===== src/rtl/shaker_pkg.sv =====
// Package for the bead-collision shaker synthesizer.
// Holds the transaction mode codes, register indexes, fixed constants and the saturation helper.
// No dependencies.
package shaker_pkg;

  // Transaction modes
  localparam logic [1:0] ModeTick  = 2'd0;
  localparam logic [1:0] ModeShake = 2'd1;
  localparam logic [1:0] ModeClear = 2'd2;

  // Configuration register indexes
  localparam logic [2:0] RegThreshold = 3'd0;
  localparam logic [2:0] RegGain      = 3'd1;
  localparam logic [2:0] RegCoeff     = 3'd2;
  localparam logic [2:0] RegSysDecay  = 3'd3;
  localparam logic [2:0] RegSndDecay  = 3'd4;

  // Register reset values
  localparam logic [10:0]        ThresholdRst = 11'd512;
  localparam logic [22:0]        GainRst      = 23'd69120;
  localparam logic signed [17:0] CoeffRst     = -18'sd83497;
  localparam logic [16:0]        SysDecayRst  = 17'd65339;
  localparam logic [16:0]        SndDecayRst  = 17'd62259;

  // Fixed arithmetic constants
  localparam logic [16:0]        EnergyOne   = 17'd65536;
  localparam logic signed [17:0] CoeffTwo    = 18'sd32113;  // 0.49 in Q.16
  localparam logic [15:0]        NoiseCenter = 16'd16384;

  // Shared multiplier: 32-bit signed by 18-bit signed
  localparam int MulAW = 32;
  localparam int MulBW = 18;
  localparam int ProdW = MulAW + MulBW;
  localparam int AccW  = 40;

  // Clamp a wide signed value to the signed 32-bit range.
  function automatic logic signed [31:0] sat32(input logic signed [ProdW-1:0] x);
    logic hi_ones;
    logic hi_zeros;
    hi_ones  = &x[ProdW-1:31];
    hi_zeros = ~|x[ProdW-1:31];
    if (hi_ones || hi_zeros) begin
      sat32 = x[31:0];
    end else if (x[ProdW-1]) begin
      sat32 = 32'sh8000_0000;
    end else begin
      sat32 = 32'sh7fff_ffff;
    end
  endfunction

endpackage


===== src/rtl/shaker_collision_synth.sv =====
// Top level of the bead-collision shaker synthesizer.
// Holds the register file, the sequencer and the shared multiplier; uses shaker_pkg.
//
// Usage:
// - Input channel (in_valid_i / in_ready_o) carries one transaction per item: a tick
//   (mode 0) that produces one sample, a shake (mode 1) that adds energy, or a clear
//   (mode 2) that zeros the resonator history. Mode 3 is accepted and ignored.
// - Output channel (out_valid_o / out_ready_i) carries one sample per tick.
// - Configuration is a plain write port (cfg_we_i, cfg_index_i, cfg_wdata_i);
//   it must only be written while no tick is in flight.
// Operation:
// - A tick walks a sequencer through six multiply steps on one shared 32x18 signed
//   multiplier, one step that stores the new level and resonator output, and one step
//   that forms the sample; the block takes no new transaction until the tick is done.
// - Shake, clear and unused modes complete in the accept cycle; the block is ready
//   again in the next cycle.
// - The sample sits in an output register, so the next transaction is accepted while
//   a sample still waits. If the receiver stalls and a further tick finishes, that tick
//   holds in its last step until the waiting sample is taken.
// Reset clears the shake energy, sound level, resonator history and output valid, and
// loads the default register values.
module shaker_collision_synth #(
  parameter int FRAC_BITS = 16
) (
  input  logic               clk_i,
  input  logic               rst_ni,
  // Input transactions
  input  logic               in_valid_i,
  output logic               in_ready_o,
  input  logic [1:0]         mode_i,
  input  logic [9:0]         collision_draw_i,
  input  logic [14:0]        noise_draw_i,
  input  logic [16:0]        shake_amount_i,
  // Output samples
  output logic               out_valid_o,
  input  logic               out_ready_i,
  output logic signed [31:0] sample_o,
  // Configuration writes
  input  logic               cfg_we_i,
  input  logic [2:0]         cfg_index_i,
  input  logic [22:0]        cfg_wdata_i
);
  import shaker_pkg::*;

  // The collision term gain*energy is Q.32 and moves to Q.FRAC_BITS.
  localparam int GainShift = 32 - FRAC_BITS;

  // Sequencer steps. S_ENERGY to S_LEVEL each issue one multiply; S_RES1 to S_OUT each consume the previous product.
  typedef enum logic [3:0] {
    S_IDLE,    // wait for a transaction
    S_ENERGY,  // energy * system decay
    S_RES1,    // store energy; last * coeff
    S_GAIN,    // start accumulator; gain * energy
    S_RES2,    // add collision to level; prior * 0.49
    S_NOISE,   // accumulate; level * noise
    S_LEVEL,   // accumulate; level * sound decay
    S_OUT,     // store level, saturate new resonator output
    S_DIFF     // form the sample once the output register is free
  } state_e;

  state_e state_q;

  // Configuration registers
  logic [10:0]        threshold_q;
  logic [22:0]        gain_q;
  logic signed [17:0] coeff_q;
  logic [16:0]        sys_decay_q;
  logic [16:0]        snd_decay_q;

  // Synthesis state
  logic [16:0]        energy_q;
  logic signed [31:0] level_q;
  logic signed [31:0] last_q;
  logic signed [31:0] prior_q;

  // Per-tick working registers
  logic                   collide_q;
  logic signed [15:0]     noise_q;
  logic signed [ProdW-1:0] prod_q;
  logic signed [AccW-1:0]  acc_q;

  // Output register
  logic               out_valid_q;
  logic signed [31:0] sample_q;

  // Shared multiplier operand selection
  logic signed [MulAW-1:0] op_a;
  logic signed [MulBW-1:0] op_b;
  logic signed [ProdW-1:0] prod_d;

  always_comb begin
    op_a = level_q;
    op_b = MulBW'(signed'({1'b0, snd_decay_q}));
    case (state_q)
      S_ENERGY: begin
        op_a = MulAW'(signed'({1'b0, energy_q}));
        op_b = MulBW'(signed'({1'b0, sys_decay_q}));
      end
      S_RES1: begin
        op_a = last_q;
        op_b = coeff_q;
      end
      S_GAIN: begin
        op_a = MulAW'(signed'({1'b0, gain_q}));
        op_b = MulBW'(signed'({1'b0, energy_q}));
      end
      S_RES2: begin
        op_a = prior_q;
        op_b = CoeffTwo;
      end
      S_NOISE: begin
        op_a = level_q;
        op_b = MulBW'(noise_q);
      end
      S_LEVEL: begin
        op_a = level_q;
        op_b = MulBW'(signed'({1'b0, snd_decay_q}));
      end
      default: begin
        op_a = level_q;
        op_b = MulBW'(signed'({1'b0, snd_decay_q}));
      end
    endcase
  end

  assign prod_d = op_a * op_b;

  // Helper values derived from the registered product
  logic [17:0]             energy_raw;
  logic [16:0]             energy_new;
  logic signed [33:0]      gain_term;
  logic signed [33:0]      level_sum;
  logic signed [AccW-1:0]  term16;
  logic signed [AccW-1:0]  term14;
  logic signed [32:0]      diff_wide;
  logic                    tick_accept;
  logic                    out_free;

  // Energy is at most 65536 and the decay at most 131071, so prod[33:16] holds it all.
  assign energy_raw = prod_q[33:16];
  assign energy_new = (energy_raw > 18'(EnergyOne)) ? EnergyOne : energy_raw[16:0];
  assign gain_term  = 34'(prod_q >>> GainShift);
  assign level_sum  = 34'(level_q) + gain_term;
  assign term16     = AccW'(prod_q >>> 16);
  assign term14     = AccW'(prod_q >>> 14);
  assign diff_wide  = 33'(last_q) - 33'(prior_q);

  assign in_ready_o  = (state_q == S_IDLE);
  assign tick_accept = in_valid_i && in_ready_o && (mode_i == ModeTick);
  assign out_free    = !out_valid_q || out_ready_i;

  // Configuration register file
  always_ff @(posedge clk_i or negedge rst_ni) begin
    if (!rst_ni) begin
      threshold_q <= ThresholdRst;
      gain_q      <= GainRst;
      coeff_q     <= CoeffRst;
      sys_decay_q <= SysDecayRst;
      snd_decay_q <= SndDecayRst;
    end else if (cfg_we_i) begin
      case (cfg_index_i)
        RegThreshold: threshold_q <= cfg_wdata_i[10:0];
        RegGain:      gain_q      <= cfg_wdata_i;
        RegCoeff:     coeff_q     <= signed'(cfg_wdata_i[17:0]);
        RegSysDecay:  sys_decay_q <= cfg_wdata_i[16:0];
        RegSndDecay:  snd_decay_q <= cfg_wdata_i[16:0];
        default: ;
      endcase
    end
  end

  // Per-tick operands and the product register carry no reset.
  always_ff @(posedge clk_i) begin
    prod_q <= prod_d;
    if (tick_accept) begin
      collide_q <= ({1'b0, collision_draw_i} < threshold_q);
      noise_q   <= signed'(16'(noise_draw_i) - NoiseCenter);
    end
  end

  // Sequencer, synthesis state and output register
  always_ff @(posedge clk_i or negedge rst_ni) begin
    if (!rst_ni) begin
      state_q     <= S_IDLE;
      energy_q    <= '0;
      level_q     <= '0;
      last_q      <= '0;
      prior_q     <= '0;
      acc_q       <= '0;
      out_valid_q <= 1'b0;
      sample_q    <= '0;
    end else begin
      // In the last step the valid flag is handled there, together with the new sample.
      if (out_valid_q && out_ready_i && (state_q != S_DIFF)) begin
        out_valid_q <= 1'b0;
      end
      case (state_q)
        S_IDLE: begin
          if (in_valid_i) begin
            case (mode_i)
              ModeTick: state_q <= S_ENERGY;
              ModeShake: begin
                if ((18'(energy_q) + 18'(shake_amount_i)) > 18'(EnergyOne)) begin
                  energy_q <= EnergyOne;
                end else begin
                  energy_q <= energy_q + shake_amount_i;
                end
              end
              ModeClear: begin
                last_q  <= '0;
                prior_q <= '0;
              end
              default: ;
            endcase
          end
        end
        S_ENERGY: state_q <= S_RES1;
        S_RES1: begin
          energy_q <= energy_new;
          state_q  <= S_GAIN;
        end
        S_GAIN: begin
          acc_q   <= -term16;
          state_q <= S_RES2;
        end
        S_RES2: begin
          if (collide_q) begin
            level_q <= sat32(ProdW'(level_sum));
          end
          state_q <= S_NOISE;
        end
        S_NOISE: begin
          acc_q   <= acc_q - term16;
          state_q <= S_LEVEL;
        end
        S_LEVEL: begin
          acc_q   <= acc_q + term14;
          state_q <= S_OUT;
        end
        S_OUT: begin
          level_q <= sat32(prod_q >>> 16);
          prior_q <= last_q;
          last_q  <= sat32(ProdW'(acc_q));
          state_q <= S_DIFF;
        end
        S_DIFF: begin
          if (out_free) begin
            sample_q    <= sat32(ProdW'(diff_wide));
            out_valid_q <= 1'b1;
            state_q     <= S_IDLE;
          end
        end
        default: state_q <= S_IDLE;
      endcase
    end
  end

  assign out_valid_o = out_valid_q;
  assign sample_o    = sample_q;

  // The shake energy never rises above one.
  a_energy_capped: assert property (@(posedge clk_i) disable iff (!rst_ni)
    energy_q <= EnergyOne)
    else $error("shake energy above one");

  // An accepted tick starts the sequencer.
  a_tick_starts: assert property (@(posedge clk_i) disable iff (!rst_ni)
    tick_accept |=> (state_q == S_ENERGY))
    else $error("tick did not start the sequencer");

  // Shake, clear and unused modes finish at once.
  a_other_done: assert property (@(posedge clk_i) disable iff (!rst_ni)
    (in_valid_i && in_ready_o && (mode_i != ModeTick)) |=> (state_q == S_IDLE))
    else $error("non-tick transaction left the idle state");

  // A finished tick never overwrites a sample still waiting for the receiver.
  a_no_overwrite: assert property (@(posedge clk_i) disable iff (!rst_ni)
    ((state_q == S_DIFF) && out_valid_q && !out_ready_i) |=>
      ((state_q == S_DIFF) && $stable(sample_q)))
    else $error("waiting sample overwritten");

endmodule


===== config.mk =====
export PLATFORM = sky130hd
export DESIGN_NAME = shaker_collision_synth
export DESIGN_NICKNAME = d
export VERILOG_FILES = /design/src/rtl/shaker_pkg.sv /design/src/rtl/shaker_collision_synth.sv
export SDC_FILE = /design/constraint.sdc
export NUM_CORES = 2
export LEC_CHECK = 0
export ABC_AREA = 1
export BUFFER_PORTS_ARGS = -buffer_cell sky130_fd_sc_hd__buf_2
export CAP_MARGIN = 20
export CORE_ASPECT_RATIO = 1.75
export CORE_MARGIN = 1
export CORE_UTILIZATION = 30
export CTS_BUF_LIST = sky130_fd_sc_hd__clkbuf_8
export DETAILED_ROUTE_END_ITERATION = 8
export SYNTH_ARGS = -nofsm -noshare
export SYNTH_HDL_FRONTEND = slang
export SYNTH_SLANG_ARGS = --single-unit

===== constraint.sdc =====
create_clock -name clk_i -period 19.57 [get_ports clk_i]
set_clock_uncertainty 0.1 [all_clocks]
set_input_delay 1.957 -clock clk_i [delete_from_list [all_inputs] [get_ports clk_i]]
set_output_delay 1.957 -clock clk_i [all_outputs]
set_load 0.005 [all_outputs]

Word level (Yosys, flattened, before mapping)
Index checks and enable logic that the tools add are counted.

Bits in registers: 343. Latch bits: 0. Bits in writable memories: 0. ROM bits: 0. Input port bits: 75. Output and inout bits: 34. Word-level logic and storage cells: 117. Memories kept: 0.

Add/subtract/negate cells: 8. Multiply operators: 1. Div/mod/pow operators: 0. $lt $le $gt $ge: 3. Equality and inequality tests: 21. Shift operators: 0. Multiplexer cells: 29. Bitwise operators: 0. Reductions and logical operators: 39.

Operators with widths (count): $mux W32 (11); $pmux W32 S2 (3); $pmux W32 S4 (1); $pmux W40 S3 (1); $pmux W18 S5 (1); $mux W17 (4); $mul A32 B18 Y50 (1); $add A40 B36 Y40 (1); $neg A34 Y40 (1); $sub A40 B34 Y40 (1); $gt A18 B17 Y1 const B (2); $pmux W4 S9 (1); $add A32 B34 Y34 (1); $pmux W17 S2 (1); $sub A32 B32 Y33 (1); $add A17 B17 Y18 (1); $add A17 B17 Y17 (1); $eq A4 B3 Y1 const B (4); $reduce_and A2 Y1 (8); $sub A15 B15 Y16 const B (1); $reduce_and A3 Y1 (5); $mux W4 (3); $lt A10 B11 Y1 (1); $reduce_and A9 Y1 (1); other kinds (23) (45).

Longest topological paths before layout
Depth after elaboration: 7. Mapped depth: 38.

Worst setup path before layout
No wires, ideal clock.

Path type: register to register. Start point: register state_q[0]. End point: register prod_q[38]. Setup time: 0.121 ns. Arrival time: 6.507 ns. Required time: 19.349 ns. Slack: 12.842 ns. Stages on the path, launching flop included: 35. Path buffers: 2. Cell sequence: dfrtp_1 nand2_1 clkinv_1 nand2_4 nand2_4 inv_4 nand2_8 nor2_8 inv_2 buf_2 or2_1 nand2_2 buf_4 nor2_1 fa_1 inv_1 fa_1 fa_1 inv_1 fa_1 fa_1 inv_1 fa_1 inv_1 ha_1 a21o_1 a31oi_1 nor2_1 a211oi_1 o21ai_2 nand3_1 nand2_1 nand3_1 nand2_1 xor2_1.

Word-level cells in the longest chain between the ends: 3. Elaborated cells between the ends (all ways): 8. Classes of those cells: mul (1); eq/ne (5); mux (2).

RTL lines: start: declaration (line shaker_collision_synth.sv:61) `state_e state_q;`; start signal: assignment (line shaker_collision_synth.sv:184) `state_q <= S_IDLE;`; start signal: assignment (line shaker_collision_synth.sv:201) `ModeTick: state_q <= S_ENERGY;`; start signal: assignment (line shaker_collision_synth.sv:217) `S_ENERGY: state_q <= S_RES1;`; $eq A4 B3 Y1, or another cell as far along (line shaker_collision_synth.sv:94) `case (state_q)`; $pmux W18 S5 or $pmux W32 S4 (tied branches) (line shaker_collision_synth.sv:94); $mul A32 B18 Y50 (*) (line shaker_collision_synth.sv:126) `assign prod_d = op_a * op_b;`; named net prod_d[38] (line shaker_collision_synth.sv:89) `logic signed [ProdW-1:0] prod_d;`; end signal: assignment (line shaker_collision_synth.sv:174) `prod_q <= prod_d;`; end: declaration (line shaker_collision_synth.sv:79) `logic signed [ProdW-1:0] prod_q;`.

Mark *: on every way through the listed nets, which the timed path passes. The rest lies on a longest branch. A chain may end at the register's enable or synchronous reset.

Final worst setup path
Start point: register state_q[1]. End point: register prod_q[42].

Same word-level chain as after synthesis.

==> parameters.txt <==
Parameter                              Value

Status
  Outcome    finished with violations
  Failing checks    design-rule violations

Critical path
  Max stage delay on crit path    between 0.8 and 0.9 ns
  Family with the most delay on the worst path    adder cells
  Classification of the worst setup path    reg -> reg
  Category of the worst setup path launch point    flop
  Type of destination of the critical path    flop
  Buffers & Inverters on Critical Path    6
  Cell with the largest stage delay on the worst path    inv_1
  Required time of the critical path    approximately 20 ns
  CP max FO    23
  Data arrival time of the critical path    9.97 ns

Die
  Io pins    roughly 110
  Placeable core region    about 140000 um2
  Initial Utilization    approximately 30%
  Die area    between 100000 and 150000 um2
  Die X-Extent    288 um
  Core Rows    approximately 180
  Die outline height    between 500 and 600 um

GRT
  Initial antenna violation count    5
  Pin count of the biggest net entering global routing    150
  Total global-route track usage    between 20% and 30%
  Global route total overflow    0
  Global-route wire length before repair    about 260000 um
  Via count of the first global-routing pass    approximately 42k

Layout
  Final net count    approximately 6.6k
  Post-Route Utilization    33.0%
  Area of the multi-input gates    roughly 30000 um2
  Share of layout cells above drive strength 1    about 7.8%
  Fill cell count    roughly 15k
  Register area    a little over 8000 um2
  Synthesis-to-layout area growth    8.75%

Logic synthesis
  Synth Instances    about 5.7k
  Async SR Flop Fraction    84.1%
  Library cell occupying the most area in the post-synthesis netlist    fa_1
  Cells taking the most area after synthesis    fa_1 (26%), dfrtp_1 (14%), nand2_1 (11%)
  Number of enable flip-flop cells after synthesis    16
  Sequential element share of the synthesized area    between 10% and 20%
  Yosys top cell area share    between 20% and 30%
  Post-Synthesis Mean Instance Area    about 7.6 um2
  Post-Synthesis Cell Area    around 43000 um2
  Number of distinct library cells after synthesis    68
  Predominant post-synthesis flop cell    dfrtp_1
  Yosys synthesis warning count    0
  Syn Nets    around 6.6k
  Register bit total from synthesis    between 300 and 400

Route
  Violation count after the first detailed-route iteration    between 2k and 3k
  Routed vias    roughly 39k
  First-pass iteration count of the detailed router    9
  Final ANT Viol Nets    0
  Average routed wire per standard cell    ~23 um
  Via-per-instance ratio    around 5.1
  Wirelength, routed    roughly 170000 um
  DRC    30

Place
  HPWL reported at the end of detailed placement    about 140000 um
  Number of port buffers    108
  Final estimated routing congestion in global placement    ~1.0

Clocking
  Max Root-Sink Buffers    3
  Number of CTS-inserted buffers    52
  Setup bufs post-CTS    0
  CTS-repair resized insts    0
  Post-CTS clock slew at the launch and capture registers of the worst setup and hold paths    ~0.07 ns
  TritonCTS clock tree    yes
  Maximum level of the CTS H-tree    2
  Clk Latency, worst-skew pair    0.72 ns
  Number of hold-repair buffers added at the cts stage    0
  Root buf cell    clkbuf_8
  CTS sink count    approximately 330

Timing
  Setup violators final    0
  Transition time of the tightest slew-check pin    approximately 1.2 ns
  Unrepaired setup endpoints after global routing    false
  Period utilisation layout    ~48%
  Final critical-path required period    around 9.5 ns
  Number of hold violations in the final report    0
  Slew Viols, Final    0
  Remaining max-slew budget at the tightest pin    21.9%
  Final-layout setup total negative slack    0 ns
  Timing-limited maximum frequency    about 0.11 GHz

Min path
  HP Class    reg -> reg

Flow run
  Count of maximum capacitance violations    0
==> through the flow <==
step | worst slack (ns) | instance area [um2] | hold WS (ns) | cells
detailed placement | 10.21 | 45700 | 0.368 | 7528
global placement | 10.19 | 45700 | 0.366 | 7528
global route | 9.56 | 46900 | 0.402 | 7630
CTS | 10.16 | 46800 | 0.385 | 7625
finish | 10.09 | 46900 | 0.381 | 7631
floorplan | 12.84 | 43100 | 0.347 | 5692
==> synthesized netlist by cell type, types with 13 or more instances <==
master     number
fa_1          556
o21bai_1       29
clkbuf_1       94
dfrtp_1       236
a31oi_1        35
o2111ai_1      18
nand4_1        32
a21oi_1       258
dfstp_2        40
ha_1          247
nand3_1       171
dfxtp_1        36
a21boi_0       38
inv_2          26
o211ai_1       27
o21ai_2        18
edfxtp_1       16
o21ai_1        15
xnor2_1        41
o21ai_0       278
a221oi_1       30
xor2_1         94
a21o_1         26
o21a_1         13
o22ai_1        73
nor3_1         44
nor2_1        603
buf_2          61
or2_2          42
nand2_1      1254
inv_1        1101
nand2_2        13
==> sequential cells by signal, summed over array words and instances (netlist names), 18 cells and up <==
| signal | count |
|---|---|
| acc_q | 40 |
| gain_q | 23 |
| level_q | 32 |
| prior_q | 32 |
| coeff_q | 18 |
| last_q | 32 |
| prod_q | 36 |
| sample_o | 32 |
==> per-layer routing <==
metal  global-route usage [%]  part of all wire [%]
met1                     22.5                    32
met2                     44.3                    51
met3                     2.36                   4.3
met5                        0                     0
met4                     26.0                    13
==> worst min-delay path, delay by kind of cell, from the launching register on <==
kind / cells / cell delay [ns]
simple gates: 1 / 0.05
compound gates: 1 / 0.06
flops: 1 / 0.34
==> final timing paths <==
check	from	endpoint	slack, ns	cells past startpoint
min	sample_o[31]	sample_o[31]	0.38	2
max reg2reg	state_q[1]	prod_q[42]	10.09	25
min reg2reg	sample_o[31]	sample_o[31]	0.38	2
max in group asynchronous	rst_ni	threshold_q[7]	16.89	2
max	state_q[1]	prod_q[42]	10.09	25
min in group asynchronous	rst_ni	acc_q[38]	1.07	1
==> kinds of logic after synthesis <==
| family | synth area share [%] |
|---|---|
| buf+inv | 11.7 |
| compound gates | 12.5 |
| xor+xnor | 2.74 |
| fa+ha+maj | 33.0 |
| flops | 18.9 |
| mux | 0.131 |
| simple gates | 21.0 |
==> cell usage in the layout, fill, tap and decap left out, types with 10 or more instances in the layout <==
| master | n |
|---|---|
| clkbuf_8 | 63 |
| nand2_2 | 16 |
| o21bai_1 | 29 |
| o2111ai_1 | 18 |
| a21boi_0 | 38 |
| nand3_1 | 171 |
| dfstp_2 | 40 |
| nand2_1 | 1251 |
| edfxtp_1 | 16 |
| or2_2 | 42 |
| inv_1 | 1107 |
| xnor2_1 | 41 |
| nor2_2 | 12 |
| ha_1 | 247 |
| a211oi_1 | 12 |
| a21oi_1 | 258 |
| xor2_1 | 94 |
| buf_4 | 52 |
| inv_2 | 26 |
| o21ai_1 | 15 |
| buf_2 | 107 |
| nor2_1 | 595 |
| fa_1 | 556 |
| o211ai_1 | 27 |
| o22ai_1 | 73 |
| nor4_1 | 12 |
| o21a_1 | 13 |
| dfxtp_1 | 36 |
| nand4_1 | 32 |
| o221ai_1 | 10 |
| nor3_1 | 43 |
| a31oi_1 | 34 |
| o21ai_2 | 20 |
| o21ai_0 | 276 |
| a221oi_1 | 30 |
| a21o_1 | 26 |
| dfrtp_1 | 236 |
==> final cells by class <==
type	instances	share of cell area [%]
Inverter	1136	9.12
Multi-Input combinational cell	4053	63.9
Timing Repair Buffer	162	2.09
Sequential cell	328	17.4
Antenna cell	5	0.0267
Clock buffer	63	1.85
Clock inverter	34	0.649
Tap cell	1850	4.94
Power is left out: the tool's default activity adds up to more than one toggle a clock period on the data nets, which glitch-free logic cannot reach.
